===== config.mk =====
export PLATFORM = sky130hd
export DESIGN_NAME = frame_of_reference_block_encoder
export DESIGN_NICKNAME = d
export VERILOG_FILES = /design/src/sv/fore_pkg.sv /design/src/sv/fore_sample_ram.sv /design/src/sv/fore_emit.sv /design/src/sv/frame_of_reference_block_encoder.sv
export SDC_FILE = /design/constraint.sdc
export NUM_CORES = 2
export LEC_CHECK = 0
export ABC_CLOCK_PERIOD_IN_PS = 5200
export BUFFER_PORTS_ARGS = -buffer_cell sky130_fd_sc_hd__buf_2
export CORE_ASPECT_RATIO = 0.9
export CORE_MARGIN = 2
export CORE_UTILIZATION = 63
export DETAILED_ROUTE_END_ITERATION = 8
export GPL_TIMING_DRIVEN = 0
export PLACE_DENSITY = 0.8
export SYNTH_ARGS = -nofsm -noshare
export SYNTH_HDL_FRONTEND = slang
export SYNTH_SLANG_ARGS = --single-unit

===== constraint.sdc =====
create_clock -name clk -period 5.2 [get_ports clk]
set_input_delay 0.26 -clock clk [delete_from_list [all_inputs] [get_ports clk]]
set_output_delay 0.26 -clock clk [all_outputs]
set_load 0.01 [all_outputs]

===== src/sv/fore_pkg.sv =====
// Shared types, constants and helpers for the frame-of-reference block encoder.
// No dependencies; fore_emit and the top level in sv/ use it by scoped names.
package fore_pkg;

  localparam int unsigned VALUE_W = 32;
  localparam int unsigned BW_W    = 6;
  localparam int unsigned CFG_W   = 6;

  localparam logic [CFG_W-1:0] BLOCK_SIZE_RST = 6'd32;

  localparam logic KIND_HEADER = 1'b0;
  localparam logic KIND_SAMPLE = 1'b1;

  typedef enum logic [2:0] {
    ST_LOAD,
    ST_DIFF,
    ST_FLS,
    ST_HEAD,
    ST_READ,
    ST_SEND
  } fore_state_t;

  typedef struct packed {
    logic               kind;
    logic [VALUE_W-1:0] value;
    logic [BW_W-1:0]    bit_width;
    logic               last;
  } fore_res_t;

  // Find-last-set: position of the highest set bit, LSB at 1, 0 for zero.
  function automatic logic [BW_W-1:0] fls(input logic [VALUE_W-1:0] v);
    logic [BW_W-1:0] pos;
    pos = '0;
    for (int i = 0; i < VALUE_W; i++) begin
      if (v[i]) begin
        pos = BW_W'(i + 1);
      end
    end
    return pos;
  endfunction

endpackage


===== src/sv/fore_sample_ram.sv =====
// Sample store of the encoder: one write port, one read port, registered read.
// Depends on nothing; instantiated by frame_of_reference_block_encoder.
module fore_sample_ram #(
  parameter int unsigned DEPTH  = 32,
  parameter int unsigned WIDTH  = 32,
  parameter int unsigned ADDR_W = 5
) (
  input  logic              clk,
  input  logic              we,
  input  logic [ADDR_W-1:0] waddr,
  input  logic [WIDTH-1:0]  wdata,
  input  logic              re,
  input  logic [ADDR_W-1:0] raddr,
  output logic [WIDTH-1:0]  rdata
);

  logic [WIDTH-1:0] mem [DEPTH];
  logic [WIDTH-1:0] rdata_r;

  always_ff @(posedge clk) begin
    if (we) begin
      mem[waddr] <= wdata;
    end
  end

  always_ff @(posedge clk) begin
    if (re) begin
      rdata_r <= mem[raddr];
    end
  end

  assign rdata = rdata_r;

endmodule


===== src/sv/fore_emit.sv =====
// Result output register of the encoder: holds one result until its transfer.
// Depends on fore_pkg; instantiated by frame_of_reference_block_encoder.
module fore_emit (
  input  logic                 clk,
  input  logic                 rst_n,
  input  logic                 load,
  input  fore_pkg::fore_res_t  res,
  output logic                 free,
  output logic                 out_tvalid,
  input  logic                 out_tready,
  output logic [39:0]          out_tdata,   // [31:0] value, [37:32] bit_width, [39:38] zero
  output logic                 out_tuser,   // [0] kind
  output logic                 out_tlast
);

  logic                valid_r;
  fore_pkg::fore_res_t res_r;

  assign free = !valid_r || out_tready;

  always_ff @(posedge clk) begin
    if (!rst_n) begin
      valid_r <= 1'b0;
    end else if (load) begin
      valid_r <= 1'b1;
    end else if (out_tready) begin
      valid_r <= 1'b0;
    end
  end

  always_ff @(posedge clk) begin
    if (load) begin
      res_r <= res;
    end
  end

  assign out_tvalid = valid_r;
  assign out_tdata  = {2'b00, res_r.bit_width, res_r.value};
  assign out_tuser  = res_r.kind;
  assign out_tlast  = res_r.last;

endmodule


===== src/sv/frame_of_reference_block_encoder.sv =====
// Top level of the frame-of-reference block encoder: load sequencer, block statistics
// and drain sequencer. Depends on fore_pkg, fore_sample_ram and fore_emit.
//
//  channel | ports                          | payload
//  --------+--------------------------------+--------------------------------------------
//  in      | in_tvalid/in_tready            | tdata[31:0] sample, tlast end_of_data
//  out     | out_tvalid/out_tready          | tdata[31:0] value, [37:32] bit_width,
//          |                                | tuser kind, tlast block_last
//  cfg     | cfg_valid/cfg_ready            | cfg_data[5:0] block_size
//
// Samples that do not close a block are accepted back to back while loading. A closing
// sample is followed by a difference step, a bit width step, the header and the slots;
// each slot reads the single read port of the sample store and then loads the output
// register. Input is held off while a block drains; the last result may still wait.
// Reset clears the block statistics and sets block_size to 32; the store is not cleared.
// cfg is always ready.
module frame_of_reference_block_encoder #(
  parameter int unsigned MAX_BLOCK   = 32,
  parameter int unsigned SAMPLE_BITS = 32
) (
  input  logic        clk,
  input  logic        rst_n,
  input  logic        in_tvalid,
  output logic        in_tready,
  input  logic [31:0] in_tdata,    // [31:0] sample
  input  logic        in_tlast,
  output logic        out_tvalid,
  input  logic        out_tready,
  output logic [39:0] out_tdata,   // [31:0] value, [37:32] bit_width, [39:38] zero
  output logic        out_tuser,   // [0] kind
  output logic        out_tlast,
  input  logic        cfg_valid,
  output logic        cfg_ready,
  input  logic [5:0]  cfg_data     // [5:0] block_size
);

  localparam int unsigned ADDR_W = (MAX_BLOCK > 1) ? $clog2(MAX_BLOCK) : 1;
  localparam int unsigned CNT_W  = $clog2(MAX_BLOCK + 1);

  fore_pkg::fore_state_t state_r, state_nxt;

  logic [fore_pkg::CFG_W-1:0] block_size_r;
  logic [CNT_W-1:0]           fill_r;
  logic [CNT_W-1:0]           slots_r;
  logic [CNT_W-1:0]           idx_r;
  logic [SAMPLE_BITS-1:0]     min_r;
  logic [SAMPLE_BITS-1:0]     max_r;
  logic [SAMPLE_BITS-1:0]     diff_r;
  logic [fore_pkg::BW_W-1:0]  width_r;

  logic [SAMPLE_BITS-1:0]     sample;
  logic [SAMPLE_BITS-1:0]     rdata;
  logic [CNT_W-1:0]           size_eff;
  logic [CNT_W-1:0]           fill_inc;
  logic                       in_xfer;
  logic                       close;
  logic                       slot_last;
  logic                       emit_free;
  logic                       emit_load;
  logic                       ram_re;
  fore_pkg::fore_res_t        res;

  assign cfg_ready = 1'b1;

  always_ff @(posedge clk) begin
    if (!rst_n) begin
      block_size_r <= fore_pkg::BLOCK_SIZE_RST;
    end else if (cfg_valid && cfg_ready) begin
      block_size_r <= cfg_data;
    end
  end

  // Zero acts as one, anything above the store depth saturates.
  always_comb begin
    priority if (block_size_r == '0) begin
      size_eff = CNT_W'(1);
    end else if (7'(block_size_r) > 7'(MAX_BLOCK)) begin
      size_eff = CNT_W'(MAX_BLOCK);
    end else begin
      size_eff = CNT_W'(block_size_r);
    end
  end

  assign sample    = in_tdata[SAMPLE_BITS-1:0];
  assign in_xfer   = in_tvalid && in_tready;
  assign fill_inc  = fill_r + CNT_W'(1);
  assign close     = in_tlast || (fill_inc >= size_eff);
  assign slot_last = (idx_r + CNT_W'(1)) == slots_r;

  // ---------------------------------------------------------------- next state
  always_comb begin
    state_nxt = state_r;
    unique case (state_r)
      fore_pkg::ST_LOAD: begin
        if (in_xfer && close) begin
          state_nxt = fore_pkg::ST_DIFF;
        end
      end
      fore_pkg::ST_DIFF: state_nxt = fore_pkg::ST_FLS;
      fore_pkg::ST_FLS:  state_nxt = fore_pkg::ST_HEAD;
      fore_pkg::ST_HEAD: begin
        if (emit_free) begin
          state_nxt = fore_pkg::ST_READ;
        end
      end
      fore_pkg::ST_READ: state_nxt = fore_pkg::ST_SEND;
      fore_pkg::ST_SEND: begin
        if (emit_free) begin
          state_nxt = slot_last ? fore_pkg::ST_LOAD : fore_pkg::ST_READ;
        end
      end
      default: state_nxt = fore_pkg::ST_LOAD;
    endcase
  end

  // ---------------------------------------------------------------- outputs
  always_comb begin
    in_tready     = 1'b0;
    ram_re        = 1'b0;
    emit_load     = 1'b0;
    res.kind      = fore_pkg::KIND_SAMPLE;
    res.value     = '0;
    res.bit_width = width_r;
    res.last      = 1'b0;
    unique case (state_r)
      fore_pkg::ST_LOAD: in_tready = 1'b1;
      fore_pkg::ST_DIFF, fore_pkg::ST_FLS: begin
      end
      fore_pkg::ST_HEAD: begin
        emit_load = emit_free;
        res.kind  = fore_pkg::KIND_HEADER;
        res.value = fore_pkg::VALUE_W'(min_r);
      end
      fore_pkg::ST_READ: ram_re = 1'b1;
      fore_pkg::ST_SEND: begin
        emit_load = emit_free;
        res.last  = slot_last;
        // pad slots past the fill with zero
        if (idx_r < fill_r) begin
          res.value = fore_pkg::VALUE_W'(rdata - min_r);
        end
      end
      default: begin
      end
    endcase
  end

  // ---------------------------------------------------------------- registers
  always_ff @(posedge clk) begin
    if (!rst_n) begin
      state_r <= fore_pkg::ST_LOAD;
      fill_r  <= '0;
      min_r   <= '1;
      max_r   <= '0;
      idx_r   <= '0;
    end else begin
      state_r <= state_nxt;
      if (in_xfer) begin
        fill_r <= fill_inc;
        if (sample < min_r) begin
          min_r <= sample;
        end
        if (sample > max_r) begin
          max_r <= sample;
        end
      end
      if (state_r == fore_pkg::ST_HEAD) begin
        idx_r <= '0;
      end
      if (state_r == fore_pkg::ST_SEND && emit_free) begin
        idx_r <= idx_r + CNT_W'(1);
        // drop the block statistics after its final slot
        if (slot_last) begin
          fill_r <= '0;
          min_r  <= '1;
          max_r  <= '0;
        end
      end
    end
  end

  always_ff @(posedge clk) begin
    if (state_r == fore_pkg::ST_DIFF) begin
      diff_r  <= max_r - min_r;
      slots_r <= (fill_r > size_eff) ? fill_r : size_eff;
    end
    if (state_r == fore_pkg::ST_FLS) begin
      width_r <= fore_pkg::fls(fore_pkg::VALUE_W'(diff_r));
    end
  end

  fore_sample_ram #(
    .DEPTH  (MAX_BLOCK),
    .WIDTH  (SAMPLE_BITS),
    .ADDR_W (ADDR_W)
  ) u_ram (
    .clk   (clk),
    .we    (in_xfer),
    .waddr (fill_r[ADDR_W-1:0]),
    .wdata (sample),
    .re    (ram_re),
    .raddr (idx_r[ADDR_W-1:0]),
    .rdata (rdata)
  );

  fore_emit u_emit (
    .clk        (clk),
    .rst_n      (rst_n),
    .load       (emit_load),
    .res        (res),
    .free       (emit_free),
    .out_tvalid (out_tvalid),
    .out_tready (out_tready),
    .out_tdata  (out_tdata),
    .out_tuser  (out_tuser),
    .out_tlast  (out_tlast)
  );

`ifndef SYNTHESIS
  // A loading block always closes before the store overflows.
  a_fill_in_range: assert property (@(posedge clk) disable iff (!rst_n)
    in_tready |-> fill_r < CNT_W'(MAX_BLOCK))
    else $error("fill count reached store depth while loading");

  // Once a sample is in, the running minimum never exceeds the running maximum.
  a_min_le_max: assert property (@(posedge clk) disable iff (!rst_n)
    (in_tready && fill_r != '0) |-> min_r <= max_r)
    else $error("running minimum above running maximum");

  // Slots cover every stored sample and never run past the last one.
  a_slot_bound: assert property (@(posedge clk) disable iff (!rst_n)
    (state_r == fore_pkg::ST_SEND) |-> (idx_r < slots_r && fill_r <= slots_r))
    else $error("slot index outside the block");

  // A header is never the final result of a block.
  a_header_not_last: assert property (@(posedge clk) disable iff (!rst_n)
    (out_tvalid && out_tuser == fore_pkg::KIND_HEADER) |-> !out_tlast)
    else $error("header marked as last result");

  // After the final slot transfer the block is ready to load again.
  a_back_to_load: assert property (@(posedge clk) disable iff (!rst_n)
    (state_r == fore_pkg::ST_SEND && emit_free && slot_last) |=>
      (in_tready && fill_r == '0))
    else $error("block did not return to loading after its last slot");
`endif

endmodule


==> flow_summary.json <==
{
  "cts_tree": "done",
  "dp_hpwl_um": 97500,
  "grt_max_degree": 37,
  "yosys_warnings": 0,
  "antenna_found_initial": 2,
  "required_ns": 5.65,
  "crit_arrival_ns": 4.75,
  "dp_cells": 4069,
  "drv_slew": 0,
  "track_usage_pct": 36.61,
  "cts_max_path_buffers": 3,
  "worstPathMaxFanout": 10,
  "cap_violations": 0,
  "post_cts_buffers": 0,
  "finalClockSkew_ns": 0.04224,
  "cts_buffers": 114,
  "fmax_mhz": 232.4,
  "slowest_stage": "a2111oi_4",
  "wl_met3_um": 18580,
  "synth.distinct_cells": 69,
  "p_total_mw": 21.34,
  "fin_nets": 3331,
  "drc": 0,
  "cp_cell_sequence": "clkbuf_1 > inv_1 > ha_1 > a21o_1 > a21o_1 > a21o_1 > a2111oi_4 > inv_2 > clkbuf_1 > o22ai_1",
  "relSlewSlack_pct": 4.027,
  "critPathKind": "flop to flop",
  "first_global_vias": 30451,
  "gr-total-overflow": 0,
  "rsz0062_at_grt": "no",
  "yosysTopAreaCell": "edfxtp_1",
  "yosysSeqAreaShare_pct": 69.59,
  "clock-sinks": 1226,
  "outcome": "finished, final reports clean",
  "grt_pass1_wl_um": 216100,
  "ctsHtreeMaxLevel": 3,
  "start_util_pct": 63.68,
  "globalplace.congestion": 1.018,
  "critPathTopFamily": "compound AO/OA/AOI/OAI gates",
  "drt_iter0_drc": 4845,
  "tns_ns": 0,
  "avgViaCountPerCell": 7.211,
  "synth.area.top_cells": "edfxtp_1 (66%), mux4_2 (14%), ha_1 (3.6%), dfxtp_1 (3.3%), o21ai_0 (1.3%)",
  "synth_cells": 2887,
  "synth_enable_flop_cells": 1140,
  "max_stage_delay_ns": 1.00,
  "reg2reg_slack_ns": 0.90,
  "via_count": 30934,
  "whs_ns": 0.04586,
  "wirelength_um": 152300,
  "drt-wirelength-per-cell_um": 35.51,
  "setup_viol": 0,
  "ys_ff_latch": 1226,
  "syn_avg_cell_area_sq_um": 17.90,
  "synth.cells.most_frequent": "edfxtp_1 (1140), mux4_2 (320), ha_1 (147)",
  "fin_crit_sh_pct": 82.74,
  "synthFlopType": "edfxtp_1",
  "pre_cts_slack_ns": 1.175,
  "synth_top_area_share_pct": 66.25,
  "cp-startpoint": "fill_r[2]$_SDFF_PN0_",
  "layout_setup_ws_ns": 0.8977,
  "netlist_area_sq_um": 51670,
  "period_minus_slack_ns": 4.302,
  "die_w_um": 305.9,
  "powerDensity_nw_per_um2": 366.6,
  "nFillCells": 4646,
  "area_growth_pct": 12.68,
  "cp-start-kind": "flop",
  "r2r-end": "u_emit.out_tdata[2]$_DFFE_PP_",
  "cp_num_buf_inv": 4,
  "stdcell_count": 4290,
  "clock_latency_ns": 0.73,
  "hold_depth": 3,
  "end_kind": "flop",
  "crit_path_frequent_cell": "a21o_1",
  "top_layer_used": "met5",
  "async_flop_share_pct": 0,
  "port_buffers": 84,
  "drt-pass1-iter-count": 6,
  "regToRegStartpoint": "fill_r[2]$_SDFF_PN0_",
  "hold_violations": 0,
  "num_io_pins": 89,
  "fp.coreArea_sq_um": 81130,
  "synth.most_common_cell": "edfxtp_1",
  "row_count": 99,
  "hp-start": "cfg_valid",
  "cts-root-buf": "clkbuf_16",
  "dr_wl_met2_um": 72250,
  "hp-class": "input port to flop",
  "hold_end": "block_size_r[0]$_SDFFE_PN0P_",
  "rr_worst_depth": 10,
  "drive_gt1_share_pct": 21.59,
  "wl_met1_um": 54030,
  "p_leak_nw": 19.03,
  "ir_drop_v": 0.0003625,
  "tightest_slew_ns": 1.440,
  "fp.dieH_um": 275.7,
  "postRouteAntennaNets": 0,
  "path_clk_slew_ns": 0.07,
  "dieArea_sq_um": 84330
}
cell families (layout without fill, tap and decap cells):
family          count (synthesis)  in the layout  share of synthesized area [%]
compound gates                433            433                          5.180
xor+xnor                       64             64                          1.085
fa+ha+maj                     149            149                          3.637
buf+inv                       230            571                          1.705
flops                        1226           1226                          69.59
mux                           363            363                          14.86
other cells                     2              4                        0.01453
simple gates                  420            420                          3.930
cell type report:
type                    count  area [sq um]  area share (%)
diodes                      1         2.502        0.004298
clock inverters            70         671.9           1.154
clock buffers             137          3002           5.156
repair buffers            134          1275           2.190
flip-flops and latches   1226         35950           61.76
well taps                1060          1326           2.278
plain buffers             129         506.7          0.8704
multi-input cells        1432         15100           25.94
inverters                 101         379.1          0.6512
per-stage QoR:
stage / instance area (sq um) / utilization [%]
final: 58220 / 71.76
after global routing: 58220 / 71.75
after CTS: 58180 / 71.71
after detailed placement: 54400 / 67.05
after global placement: 53420 / 65.84
after floorplan: 51670 / -
worst register-to-register path: stages, from the launching register on:
cell and delay [ns]:
dfxtp_1 0.36, clkbuf_1 0.34, inv_1 0.27, ha_1 0.37
a21o_1 0.19, a21o_1 0.20, a21o_1 0.22, a2111oi_4 1.00
inv_2 0.23, clkbuf_1 0.38, o22ai_1 0.47
worst max path at each step:
stage                                           endpoint  slack [ns]  cells after the start
after floorplan                      diff_r[0]$_DFFE_PN_        1.32                      3
after CTS                      u_ram.rdata[28]$_DFFE_PP_        1.07                      6
after detailed placement       u_ram.rdata[30]$_DFFE_PP_        1.17                      6
after global placement       u_ram.mem[27][31]$_DFFE_PP_       -0.59                      6
after global routing      u_emit.out_tdata[11]$_DFFE_PP_        0.88                      9
final                      u_emit.out_tdata[2]$_DFFE_PP_        0.90                     10
timing repair:
action | 4_1_cts | 5_1_grt
hold buffers | 11 | 0
gates resized for setup | 0 | 0
endpoints found under the hold margin | 12 | 0
per-layer routing:
layer | up-vias | track usage (%)
li1 | 12190 | -
met5 | - | 0
met3 | 484 | 8.492
met2 | 2538 | 58.71
met4 | 2 | 15.08
met1 | 15720 | 49.40
registers in the layout (all words and copies together) (netlist names), 3 cells and up:
| signal | count |
|---|---|
| u_ram.rdata | 32 |
| min_r | 32 |
| slots_r | 6 |
| max_r | 32 |
| block_size_r | 6 |
| u_ram.mem | 1024 |
| diff_r | 32 |
| state_r | 3 |
| u_emit.out_tdata | 38 |
| fill_r | 6 |
| width_r | 6 |
| idx_r | 6 |
layout by cell type, fill, tap and decap left out, types with 86 or more instances in the layout:
cell	synthesis	layout
a21oi_1	113	112
buf_2	5	89
clkbuf_1	98	114
clkbuf_16	0	116
dfxtp_1	86	86
edfxtp_1	1140	1140
ha_1	147	147
inv_1	99	99
mux4_2	320	320
nand3_1	122	122
o21ai_0	130	130
report_power, final:
part / internal (mW) / leakage, nW / switching [mW] / total, mW
clock network: 4.57 / 1.77 / 3.73 / 8.30
registers: 11.0 / 11.0 / 0.125 / 11.2
logic: 0.657 / 6.25 / 1.23 / 1.88
total: 16.3 / 19.0 / 5.08 / 21.3
Note: power is estimated with default switching activity, not from simulation.
